<file path="config.mk">
export PLATFORM = sky130hd
export DESIGN_NAME = section_range_lookup_translate_unit_flat
export DESIGN_NICKNAME = d
export VERILOG_FILES = /design/src/rtl/core/srlt_pkg.sv /design/src/rtl/core/srlt_if.sv /design/src/rtl/core/srlt_front.sv /design/src/rtl/core/srlt_queue.sv /design/src/rtl/core/srlt_back.sv /design/src/rtl/core/section_range_lookup_translate_unit.sv /design/src/flat_wrapper.sv
export VERILOG_INCLUDE_DIRS = /design/src /design/src/rtl/core
export SDC_FILE = /design/constraint.sdc
export NUM_CORES = 2
export LEC_CHECK = 0
export BUFFER_PORTS_ARGS = -buffer_cell sky130_fd_sc_hd__buf_2
export CAP_MARGIN = 0
export CORE_MARGIN = 4
export CORE_UTILIZATION = 65
export DETAILED_ROUTE_END_ITERATION = 8
export PLACE_DENSITY = 0.82
export SYNTH_ARGS = -nofsm -noshare
export SYNTH_HDL_FRONTEND = slang
export SYNTH_HIERARCHICAL = 1
export SYNTH_SLANG_ARGS = --single-unit
export TNS_END_PERCENT = 1
</file>
<file path="constraint.sdc">
create_clock -name clk -period 17.3 [get_ports clk]
set_clock_uncertainty 0.2 [all_clocks]
set_input_delay 1.73 -clock clk [delete_from_list [all_inputs] [get_ports clk]]
set_output_delay 1.73 -clock clk [all_outputs]
set_load 0.01 [all_outputs]
</file>
<file path="src/rtl/core/section_range_lookup_translate_unit_macros.svh">
// ----------------------------------------------------------------------------
// section range lookup translate unit: assertion macros
// concurrent checks, compiled out for synthesis
// ----------------------------------------------------------------------------
`ifndef SECTION_RANGE_LOOKUP_TRANSLATE_UNIT_MACROS_SVH
`define SECTION_RANGE_LOOKUP_TRANSLATE_UNIT_MACROS_SVH

`ifndef SYNTHESIS

// same-cycle implication
`define SRLT_ASSERT_IMPL(label, clk, rst_n, pre, post) \
    label: assert property (@(posedge clk) disable iff (!rst_n) (pre) |-> (post)) \
        else $error("srlt assertion failed");

// next-cycle implication
`define SRLT_ASSERT_NEXT(label, clk, rst_n, pre, post) \
    label: assert property (@(posedge clk) disable iff (!rst_n) (pre) |=> (post)) \
        else $error("srlt assertion failed");

`else

`define SRLT_ASSERT_IMPL(label, clk, rst_n, pre, post)
`define SRLT_ASSERT_NEXT(label, clk, rst_n, pre, post)

`endif

`endif

</file>
<file path="src/rtl/core/srlt_pkg.sv">
// ----------------------------------------------------------------------------
// srlt_pkg
// shared constants, codes and structs of the section lookup unit
// ----------------------------------------------------------------------------
`timescale 1ns / 1ps

package srlt_pkg;

    localparam int MAX_SECTIONS = 16;
    localparam int IDX_W        = (MAX_SECTIONS > 1) ? $clog2(MAX_SECTIONS) : 1;
    localparam int NUM_W        = $clog2(MAX_SECTIONS + 1);

    localparam int WORD_W       = 32;
    localparam int ACTION_W     = 2;
    localparam int ENTRY_IDX_W  = 4;
    localparam int COUNT_W      = 5;

    localparam int QUEUE_DEPTH  = 2;
    localparam int QPTR_W       = (QUEUE_DEPTH > 1) ? $clog2(QUEUE_DEPTH) : 1;
    localparam int QCNT_W       = $clog2(QUEUE_DEPTH + 1);

    localparam logic [WORD_W-1:0] ALL_ONES = '1;

    typedef enum logic [ACTION_W-1:0] {
        ACT_LOAD      = 2'd0,
        ACT_FIND_VIRT = 2'd1,
        ACT_FIND_RAW  = 2'd2,
        ACT_TRANSLATE = 2'd3
    } action_t;

    typedef enum logic [1:0] {
        OP_WRITE,
        OP_SKIP,
        OP_SEARCH,
        OP_TRANSLATE
    } op_t;

    typedef struct packed {
        logic [WORD_W-1:0] virtual_base;
        logic [WORD_W-1:0] virtual_size;
        logic [WORD_W-1:0] raw_base;
        logic [WORD_W-1:0] raw_size;
    } entry_t;

    typedef struct packed {
        op_t               op;
        logic              use_raw;
        logic [IDX_W-1:0]  entry_index;
        entry_t            entry;
        logic [WORD_W-1:0] address;
        logic [WORD_W:0]   range_end;
    } cmd_t;

    typedef struct packed {
        logic full;
        logic empty;
    } q_stat_t;

    typedef struct packed {
        logic             walking;
        logic [IDX_W-1:0] walk_idx;
    } bk_stat_t;

endpackage

</file>
<file path="src/rtl/core/srlt_if.sv">
// ----------------------------------------------------------------------------
// srlt interfaces
// item, result and configuration channels, valid/ready handshake
// ----------------------------------------------------------------------------
`timescale 1ns / 1ps

interface srlt_item_if;
    logic        valid;
    logic        ready;
    logic [1:0]  action;
    logic [3:0]  entry_index;
    logic [31:0] load_virtual_base;
    logic [31:0] load_virtual_size;
    logic [31:0] load_raw_base;
    logic [31:0] load_raw_size;
    logic [31:0] query_address;
    logic [31:0] query_length;

    modport source (
        output valid, action, entry_index, load_virtual_base, load_virtual_size,
               load_raw_base, load_raw_size, query_address, query_length,
        input  ready
    );
    modport sink (
        input  valid, action, entry_index, load_virtual_base, load_virtual_size,
               load_raw_base, load_raw_size, query_address, query_length,
        output ready
    );
endinterface

interface srlt_result_if;
    logic        valid;
    logic        ready;
    logic        found;
    logic [3:0]  section_index;
    logic [31:0] raw_address;

    modport source (output valid, found, section_index, raw_address, input ready);
    modport sink   (input valid, found, section_index, raw_address, output ready);
endinterface

interface srlt_cfg_if;
    logic       valid;
    logic       ready;
    logic [4:0] data;

    modport source (output valid, data, input ready);
    modport sink   (input valid, data, output ready);
endinterface

</file>
<file path="src/rtl/core/srlt_front.sv">
// ----------------------------------------------------------------------------
// srlt_front
// accepts items and turns each into a queued command for the back end
// ----------------------------------------------------------------------------
`timescale 1ns / 1ps

module srlt_front (
    srlt_item_if.sink         items,
    input  srlt_pkg::q_stat_t q_stat,
    output logic              push,
    output srlt_pkg::cmd_t    cmd
);

    srlt_pkg::action_t act;

    assign items.ready = !q_stat.full;
    assign push        = items.valid && !q_stat.full;
    assign act         = srlt_pkg::action_t'(items.action);

    always_comb
    begin
        cmd.op                 = srlt_pkg::OP_SKIP;
        cmd.use_raw            = 1'b0;
        cmd.entry_index        = srlt_pkg::IDX_W'(items.entry_index);
        cmd.entry.virtual_base = items.load_virtual_base;
        cmd.entry.virtual_size = items.load_virtual_size;
        cmd.entry.raw_base     = items.load_raw_base;
        cmd.entry.raw_size     = items.load_raw_size;
        cmd.address            = items.query_address;
        // range end taken at 33 bits so it never wraps
        cmd.range_end          = {1'b0, items.query_address} + {1'b0, items.query_length};
        case (act)
            srlt_pkg::ACT_LOAD:
            begin
                // loads beyond the table are dropped but still answered
                if (int'(items.entry_index) < srlt_pkg::MAX_SECTIONS)
                    cmd.op = srlt_pkg::OP_WRITE;
                else
                    cmd.op = srlt_pkg::OP_SKIP;
            end
            srlt_pkg::ACT_FIND_VIRT:
            begin
                cmd.op = srlt_pkg::OP_SEARCH;
            end
            srlt_pkg::ACT_FIND_RAW:
            begin
                cmd.op      = srlt_pkg::OP_SEARCH;
                cmd.use_raw = 1'b1;
            end
            srlt_pkg::ACT_TRANSLATE:
            begin
                // point lookup, upper bound inclusive
                cmd.op        = srlt_pkg::OP_TRANSLATE;
                cmd.range_end = {1'b0, items.query_address};
            end
            default:
            begin
                cmd.op = srlt_pkg::OP_SKIP;
            end
        endcase
    end

endmodule

</file>
<file path="src/rtl/core/srlt_queue.sv">
// ----------------------------------------------------------------------------
// srlt_queue
// short command queue between front and back end
// ----------------------------------------------------------------------------
`timescale 1ns / 1ps

module srlt_queue (
    input  logic               clk,
    input  logic               rst_n,
    input  logic               push,
    input  srlt_pkg::cmd_t     push_cmd,
    input  logic               pop,
    output srlt_pkg::cmd_t     head_cmd,
    output srlt_pkg::q_stat_t  q_stat
);

    srlt_pkg::cmd_t                 slot_reg [srlt_pkg::QUEUE_DEPTH];
    logic [srlt_pkg::QPTR_W-1:0]    wr_ptr_reg, wr_ptr_next;
    logic [srlt_pkg::QPTR_W-1:0]    rd_ptr_reg, rd_ptr_next;
    logic [srlt_pkg::QCNT_W-1:0]    cnt_reg, cnt_next;
    logic                           do_push, do_pop;

    assign q_stat.full  = (cnt_reg == srlt_pkg::QCNT_W'(srlt_pkg::QUEUE_DEPTH));
    assign q_stat.empty = (cnt_reg == '0);
    assign head_cmd     = slot_reg[rd_ptr_reg];
    assign do_push      = push && !q_stat.full;
    assign do_pop       = pop && !q_stat.empty;

    always_comb
    begin
        wr_ptr_next = wr_ptr_reg;
        rd_ptr_next = rd_ptr_reg;
        cnt_next    = cnt_reg;
        if (do_push)
        begin
            if (wr_ptr_reg == srlt_pkg::QPTR_W'(srlt_pkg::QUEUE_DEPTH - 1))
                wr_ptr_next = '0;
            else
                wr_ptr_next = wr_ptr_reg + srlt_pkg::QPTR_W'(1);
        end
        if (do_pop)
        begin
            if (rd_ptr_reg == srlt_pkg::QPTR_W'(srlt_pkg::QUEUE_DEPTH - 1))
                rd_ptr_next = '0;
            else
                rd_ptr_next = rd_ptr_reg + srlt_pkg::QPTR_W'(1);
        end
        if (do_push && !do_pop)
            cnt_next = cnt_reg + srlt_pkg::QCNT_W'(1);
        else if (do_pop && !do_push)
            cnt_next = cnt_reg - srlt_pkg::QCNT_W'(1);
    end

    always_ff @(posedge clk or negedge rst_n)
    begin
        if (!rst_n)
        begin
            wr_ptr_reg <= '0;
            rd_ptr_reg <= '0;
            cnt_reg    <= '0;
        end
        else
        begin
            wr_ptr_reg <= wr_ptr_next;
            rd_ptr_reg <= rd_ptr_next;
            cnt_reg    <= cnt_next;
        end
    end

    always_ff @(posedge clk)
    begin
        if (do_push)
            slot_reg[wr_ptr_reg] <= push_cmd;
    end

endmodule

</file>
<file path="src/rtl/core/srlt_back.sv">
// ----------------------------------------------------------------------------
// srlt_back
// section table, ordered first-match walk and result register
// ----------------------------------------------------------------------------
`timescale 1ns / 1ps

module srlt_back (
    input  logic                            clk,
    input  logic                            rst_n,
    input  logic [srlt_pkg::COUNT_W-1:0]    section_count,
    input  srlt_pkg::q_stat_t               q_stat,
    input  srlt_pkg::cmd_t                  head_cmd,
    output logic                            pop,
    output srlt_pkg::bk_stat_t              bk_stat,
    srlt_result_if.source                   results
);

    typedef enum logic [1:0] {
        ST_IDLE,
        ST_WALK,
        ST_FINISH
    } state_t;

    state_t                          state_reg, state_next;
    srlt_pkg::cmd_t                  cmd_reg, cmd_next;
    logic [srlt_pkg::IDX_W-1:0]      walk_idx_reg, walk_idx_next;
    logic [srlt_pkg::NUM_W-1:0]      num_reg, num_next;
    logic                            found_reg, found_next;
    logic [srlt_pkg::IDX_W-1:0]      sect_reg, sect_next;
    logic [srlt_pkg::WORD_W-1:0]     hit_vb_reg, hit_vb_next;
    logic [srlt_pkg::WORD_W-1:0]     hit_rb_reg, hit_rb_next;
    logic                            out_valid_reg, out_valid_next;
    logic                            out_found_reg, out_found_next;
    logic [srlt_pkg::ENTRY_IDX_W-1:0] out_sect_reg, out_sect_next;
    logic [srlt_pkg::WORD_W-1:0]     out_raw_reg, out_raw_next;

    srlt_pkg::entry_t                sect_mem [srlt_pkg::MAX_SECTIONS];
    srlt_pkg::entry_t                rd_entry_reg;

    logic                            out_free;
    logic [srlt_pkg::NUM_W-1:0]      num_sat;
    logic [srlt_pkg::WORD_W-1:0]     sel_base, sel_size;
    logic [srlt_pkg::WORD_W:0]       sel_top;
    logic                            hit, last;

    assign out_free = !out_valid_reg || results.ready;
    assign pop      = (state_reg == ST_IDLE) && !q_stat.empty;

    // counts above the table size search the whole table
    assign num_sat = (int'(section_count) > srlt_pkg::MAX_SECTIONS)
                   ? srlt_pkg::NUM_W'(srlt_pkg::MAX_SECTIONS)
                   : srlt_pkg::NUM_W'(section_count);

    assign sel_base = cmd_reg.use_raw ? rd_entry_reg.raw_base : rd_entry_reg.virtual_base;
    assign sel_size = cmd_reg.use_raw ? rd_entry_reg.raw_size : rd_entry_reg.virtual_size;
    assign sel_top  = {1'b0, sel_base} + {1'b0, sel_size};
    assign hit      = (sel_base <= cmd_reg.address) && (cmd_reg.range_end <= sel_top);
    assign last     = (srlt_pkg::NUM_W'(walk_idx_reg) + srlt_pkg::NUM_W'(1) == num_reg);

    assign bk_stat.walking  = (state_reg == ST_WALK);
    assign bk_stat.walk_idx = walk_idx_reg;

    assign results.valid         = out_valid_reg;
    assign results.found         = out_found_reg;
    assign results.section_index = out_sect_reg;
    assign results.raw_address   = out_raw_reg;

    always_comb
    begin
        state_next     = state_reg;
        cmd_next       = cmd_reg;
        walk_idx_next  = walk_idx_reg;
        num_next       = num_reg;
        found_next     = found_reg;
        sect_next      = sect_reg;
        hit_vb_next    = hit_vb_reg;
        hit_rb_next    = hit_rb_reg;
        out_valid_next = out_valid_reg;
        out_found_next = out_found_reg;
        out_sect_next  = out_sect_reg;
        out_raw_next   = out_raw_reg;

        if (out_valid_reg && results.ready)
            out_valid_next = 1'b0;

        case (state_reg)
            ST_IDLE:
            begin
                if (pop)
                begin
                    cmd_next      = head_cmd;
                    walk_idx_next = '0;
                    num_next      = num_sat;
                    found_next    = 1'b0;
                    sect_next     = '0;
                    case (head_cmd.op)
                        srlt_pkg::OP_SEARCH, srlt_pkg::OP_TRANSLATE:
                        begin
                            if (num_sat == '0)
                                state_next = ST_FINISH;
                            else
                                state_next = ST_WALK;
                        end
                        default:
                        begin
                            state_next = ST_FINISH;
                        end
                    endcase
                end
            end
            ST_WALK:
            begin
                // rd_entry_reg holds the entry at walk_idx_reg
                if (hit)
                begin
                    found_next  = 1'b1;
                    sect_next   = walk_idx_reg;
                    hit_vb_next = rd_entry_reg.virtual_base;
                    hit_rb_next = rd_entry_reg.raw_base;
                    state_next  = ST_FINISH;
                end
                else if (last)
                begin
                    state_next = ST_FINISH;
                end
                else
                begin
                    walk_idx_next = walk_idx_reg + srlt_pkg::IDX_W'(1);
                end
            end
            ST_FINISH:
            begin
                if (out_free)
                begin
                    out_valid_next = 1'b1;
                    out_found_next = found_reg;
                    out_sect_next  = srlt_pkg::ENTRY_IDX_W'(sect_reg);
                    if (cmd_reg.op == srlt_pkg::OP_TRANSLATE)
                        out_raw_next = found_reg
                                     ? cmd_reg.address - hit_vb_reg + hit_rb_reg
                                     : srlt_pkg::ALL_ONES;
                    else
                        out_raw_next = '0;
                    state_next = ST_IDLE;
                end
            end
            default:
            begin
                state_next = ST_IDLE;
            end
        endcase
    end

    always_ff @(posedge clk or negedge rst_n)
    begin
        if (!rst_n)
        begin
            state_reg     <= ST_IDLE;
            out_valid_reg <= 1'b0;
        end
        else
        begin
            state_reg     <= state_next;
            out_valid_reg <= out_valid_next;
        end
    end

    always_ff @(posedge clk)
    begin
        cmd_reg       <= cmd_next;
        walk_idx_reg  <= walk_idx_next;
        num_reg       <= num_next;
        found_reg     <= found_next;
        sect_reg      <= sect_next;
        hit_vb_reg    <= hit_vb_next;
        hit_rb_reg    <= hit_rb_next;
        out_found_reg <= out_found_next;
        out_sect_reg  <= out_sect_next;
        out_raw_reg   <= out_raw_next;
    end

    // section table, one write port and one registered read port
    always_ff @(posedge clk)
    begin
        if (pop && (head_cmd.op == srlt_pkg::OP_WRITE))
            sect_mem[head_cmd.entry_index] <= head_cmd.entry;
        rd_entry_reg <= sect_mem[walk_idx_next];
    end

endmodule

</file>
<file path="src/rtl/core/section_range_lookup_translate_unit.sv">
// ----------------------------------------------------------------------------
// section_range_lookup_translate_unit
// section table with first-match range search and address translation
//
// items: load writes one table entry; find by virtual or raw address returns
// the first of the first section_count entries that holds the whole range;
// translate maps a virtual address to a file offset. every item gives exactly
// one result on the results channel, in order.
// cfg: one write sets section_count; write it only while the unit is idle.
// flow: an item enters a two-deep command queue; the back end takes it when
// idle, walks the table one entry per cycle from entry 0 and stops at the
// first hit. the back end works on one item at a time and takes no new item
// until the result of the last one is in the output register.
// items keep being accepted while the queue has room, and a result waits in
// the output register while the receiver stalls; the back end holds the next
// result until it is taken. reset empties the queue and clears section_count;
// table entries are undefined until loaded.
// ----------------------------------------------------------------------------
`timescale 1ns / 1ps

`include "section_range_lookup_translate_unit_macros.svh"

module section_range_lookup_translate_unit (
    input  logic        clk,
    input  logic        rst_n,
    srlt_item_if.sink   items,
    srlt_cfg_if.sink    cfg,
    srlt_result_if.source results
);

    logic [srlt_pkg::COUNT_W-1:0] section_count_reg;
    srlt_pkg::q_stat_t            q_stat;
    srlt_pkg::bk_stat_t           bk_stat;
    srlt_pkg::cmd_t               push_cmd, head_cmd;
    logic                         push, pop;

    assign cfg.ready = 1'b1;

    always_ff @(posedge clk or negedge rst_n)
    begin
        if (!rst_n)
            section_count_reg <= '0;
        else if (cfg.valid)
            section_count_reg <= cfg.data;
    end

    srlt_front u_front (
        .items   (items),
        .q_stat  (q_stat),
        .push    (push),
        .cmd     (push_cmd)
    );

    srlt_queue u_queue (
        .clk      (clk),
        .rst_n    (rst_n),
        .push     (push),
        .push_cmd (push_cmd),
        .pop      (pop),
        .head_cmd (head_cmd),
        .q_stat   (q_stat)
    );

    srlt_back u_back (
        .clk           (clk),
        .rst_n         (rst_n),
        .section_count (section_count_reg),
        .q_stat        (q_stat),
        .head_cmd      (head_cmd),
        .pop           (pop),
        .bk_stat       (bk_stat),
        .results       (results)
    );

    // a miss always reports entry zero
    `SRLT_ASSERT_IMPL(a_miss_index_zero, clk, rst_n,
        results.valid && !results.found, results.section_index == '0)

    // the walk never goes past the searched entries
    `SRLT_ASSERT_IMPL(a_walk_in_range, clk, rst_n,
        bk_stat.walking,
        srlt_pkg::COUNT_W'(bk_stat.walk_idx) < section_count_reg)

    `SRLT_ASSERT_IMPL(a_queue_status, clk, rst_n, q_stat.full, !q_stat.empty)

    // an item pushed into an empty queue is held there
    `SRLT_ASSERT_NEXT(a_push_lands, clk, rst_n,
        items.valid && items.ready && q_stat.empty, !q_stat.empty)

endmodule

</file>
<file path="src/flat_wrapper.sv">
// flat-port wrapper written by rule: the top's interface ports become plain ports
module section_range_lookup_translate_unit_flat 
  (clk, rst_n, items_valid, items_action, items_entry_index, items_load_virtual_base, items_load_virtual_size, items_load_raw_base, items_load_raw_size, items_query_address, items_query_length, items_ready, cfg_valid, cfg_data, cfg_ready, results_valid, results_found, results_section_index, results_raw_address, results_ready);
  srlt_item_if items_i ();
  srlt_cfg_if cfg_i ();
  srlt_result_if results_i ();
  input  logic clk;
  input  logic rst_n;
  input wire logic [$bits(items_i.valid)-1:0] items_valid;
  input wire logic [$bits(items_i.action)-1:0] items_action;
  input wire logic [$bits(items_i.entry_index)-1:0] items_entry_index;
  input wire logic [$bits(items_i.load_virtual_base)-1:0] items_load_virtual_base;
  input wire logic [$bits(items_i.load_virtual_size)-1:0] items_load_virtual_size;
  input wire logic [$bits(items_i.load_raw_base)-1:0] items_load_raw_base;
  input wire logic [$bits(items_i.load_raw_size)-1:0] items_load_raw_size;
  input wire logic [$bits(items_i.query_address)-1:0] items_query_address;
  input wire logic [$bits(items_i.query_length)-1:0] items_query_length;
  output wire logic [$bits(items_i.ready)-1:0] items_ready;
  input wire logic [$bits(cfg_i.valid)-1:0] cfg_valid;
  input wire logic [$bits(cfg_i.data)-1:0] cfg_data;
  output wire logic [$bits(cfg_i.ready)-1:0] cfg_ready;
  output wire logic [$bits(results_i.valid)-1:0] results_valid;
  output wire logic [$bits(results_i.found)-1:0] results_found;
  output wire logic [$bits(results_i.section_index)-1:0] results_section_index;
  output wire logic [$bits(results_i.raw_address)-1:0] results_raw_address;
  input wire logic [$bits(results_i.ready)-1:0] results_ready;
  assign items_i.valid = items_valid;
  assign items_i.action = items_action;
  assign items_i.entry_index = items_entry_index;
  assign items_i.load_virtual_base = items_load_virtual_base;
  assign items_i.load_virtual_size = items_load_virtual_size;
  assign items_i.load_raw_base = items_load_raw_base;
  assign items_i.load_raw_size = items_load_raw_size;
  assign items_i.query_address = items_query_address;
  assign items_i.query_length = items_query_length;
  assign items_ready = items_i.ready;
  assign cfg_i.valid = cfg_valid;
  assign cfg_i.data = cfg_data;
  assign cfg_ready = cfg_i.ready;
  assign results_valid = results_i.valid;
  assign results_found = results_i.found;
  assign results_section_index = results_i.section_index;
  assign results_raw_address = results_i.raw_address;
  assign results_i.ready = results_ready;
  section_range_lookup_translate_unit u_core (.clk(clk), .rst_n(rst_n), .items(items_i), .cfg(cfg_i), .results(results_i));
endmodule
</file>
==> impl_metrics.yaml <==
layout:
  largest_reg_flops: 2048
  drive_gt1_share_pct: 17.4
  final_cells: 10100
  final_nets: 7961
  area_growth_pct: 8.98
timing:
  worst_slack_ps: 6040
  hold_viol: 0
  period_share_pct: 65.1
  setup_viol: 0
  finalCriticalPeriod_ps: 11260
  relSlewSlack_pct: 10.5
  rsz0062_at_grt: "false"
  tns_ps: 0
  slew_violations: 0
  fmax_mhz: 88.8
  worst_pin_slew_ps: 1340
worst_setup_path:
  timing.rr.start: "u_core/u_back/cmd_reg[197]"
  end_kind: "register"
  required_ps: 17900
  cp_common_cell: "buf_4"
  critPathArrivalTime_ps: 11860
  path_class: "register to register"
  slowest_delay_ps: 860
  cp_max_fo: 137
  slowest_stage: "buf_4"
  ff2ff_path_depth: 31
  cp-start-kind: "register"
  r2r_slack_ps: 6040
  r2r-end: "u_core/u_back/rd_entry_reg[71]"
placement:
  preCtsSetupSlack_ps: 6400
  dp.cells: 9622
  place_congestion: 0.953
  hpwl_mm: 178
  io_buffer_count: 246
global_route:
  grt_pass1_wl_mm: 484
  grt_pass1_vias: 74100
  grt_max_degree: 223
  gr-total-overflow: 0
  antenna_found_initial: 20
  grt_usage_pct: 35.4
worst_hold_path:
  worstHoldEndpoint: "u_core/u_back/hit_vb_reg[30]"
  hp-class: "register to register"
  hold_depth: 0
  min-delay-start: "u_core/u_back/rd_entry_reg[126]"
cts:
  clk_pin_slew_ps: 60
  cts_buffers: 287
  cts.repair.resized: 0
  post-cts-setup-buffers: 0
  clock_path_buffers: 4
  clock_latency_ps: 970
  ctsHoldBuffers: 0
  clock_sinks: 2771
  cts_tree: "done"
  clk_root_buffer_cell: "clkbuf_16"
  h-tree-depth: 5
yosys:
  synth-warning-count: 6
  synthCells: 7644
  syn_avg_cell_area_um2: 15.3
  syn_area_mm2: 0.117
  synth_fp_nets: 8048
floorplan:
  initial_utilization_pct: 65.5
  core_area_mm2: 0.179
  row_count: 155
  die-height_um: 433
  fp.dieW_um: 433
  io-pin-count: 248
  die_area_mm2: 0.187
power_and_ir_drop:
  finalPower_mw: 26.8
  cellLeakagePower_nw: 43.2
  vdd_drop_max_mv: 0.323
  power.density_mw_per_mm2: 210
drt:
  wl_met2_mm: 151
  via_count: 74500
  detail-route-antenna-nets: 0
  wl_met1_mm: 113
  avgViaCountPerCell: 7.35
  drt-initial-drc-count: 11500
  top_layer_used: "met5"
  finalWirelength_mm: 337
  detail_route.wl_per_cell_um: 33.2
  dr.pass1.iters: 8
  drc_errors: 0
  wl_met3_mm: 48.9
run:
  drv_cap: 0
status:
  status: "completed"
==> layout by cell type (no fill, tap or decap), types with 29 or more instances in the layout <==
cell	instances
edfxtp_1	2627
mux2_2	524
nand2_1	455
a211oi_1	393
o31ai_1	389
a22o_1	384
clkbuf_16	291
a21oi_1	264
buf_2	246
inv_1	163
ha_1	162
o21a_1	141
and3_1	139
o2111ai_1	134
a21boi_0	132
dfxtp_1	132
a311oi_1	131
o311ai_1	128
buf_4	99
clkbuf_1	75
nor2_1	69
o21ai_0	52
a21o_1	47
xor2_1	46
xnor2_1	46
clkinv_2	44
fa_1	33
clkinv_1	32
nand3_1	29
==> worst max-delay path by stage <==
stage,from,to,slack (ps),depth (start not counted)
floorplan,u_core/u_queue/rd_ptr_reg,u_core/u_back/sect_mem[0][0],5890,6
detailed placement,u_core/u_back/cmd_reg[197],u_core/u_back/rd_entry_reg[74],6400,31
global placement,u_core/u_back/cmd_reg[197],u_core/u_back/rd_entry_reg[4],6750,32
finish,u_core/u_back/cmd_reg[197],u_core/u_back/rd_entry_reg[71],6040,31
global route,u_core/u_back/cmd_reg[197],u_core/u_back/rd_entry_reg[9],5520,31
CTS,u_core/u_back/cmd_reg[197],u_core/u_back/rd_entry_reg[71],6340,31
==> power by group <==
group | switching (mW) | internal, mW | leakage (nW)
sequential | 0.623 | 8.92 | 25.0
combinational | 7.44 | 3.98 | 13.8
clock | 2.47 | 3.37 | 4.31
==> stage by stage <==
| stage | instance area (um^2) | utilization, % | hold slack, ps |
|---|---|---|---|
| 5_1_grt | 128000 | 71.4 | 291 |
| 3_3_place_gp | 119000 | 66.5 | 263 |
| 4_1_cts | 128000 | 71.4 | 271 |
| 2_1_floorplan | 117000 | - | 200 |
| 3_5_place_dp | 119000 | 66.5 | 259 |
| 6_report | 128000 | 71.4 | 277 |
==> layer usage <==
metal	vias to the layer above	global-route usage, %
met5	-	0
met4	18	21.0
met3	1497	11.6
met2	6357	54.0
met1	36400	44.4
li1	30200	-
==> layout make-up <==
| class | instances | area, um^2 |
|---|---|---|
| flip-flops and latches | 2771 | 81800 |
| fillers | 10600 | 51200 |
| multi-input cells | 3964 | 31200 |
| clock buffers | 392 | 7920 |
| well taps | 2355 | 2950 |
| repair buffers | 365 | 2370 |
| clock inverters | 108 | 862 |
| inverters | 168 | 643 |
| diodes | 15 | 37.5 |
==> critical path, delay by kind of cell (launching register included) <==
| family | cells | cell delay, ps |
|---|---|---|
| adders and majority gates | 3 | 970 |
| DFF | 1 | 320 |
| and+or+nand+nor | 5 | 1210 |
| muxes | 1 | 180 |
| AOI/OAI and AO/OA | 14 | 4020 |
| buffers and inverters | 8 | 3940 |
Note: power is estimated with default switching activity, not from simulation.
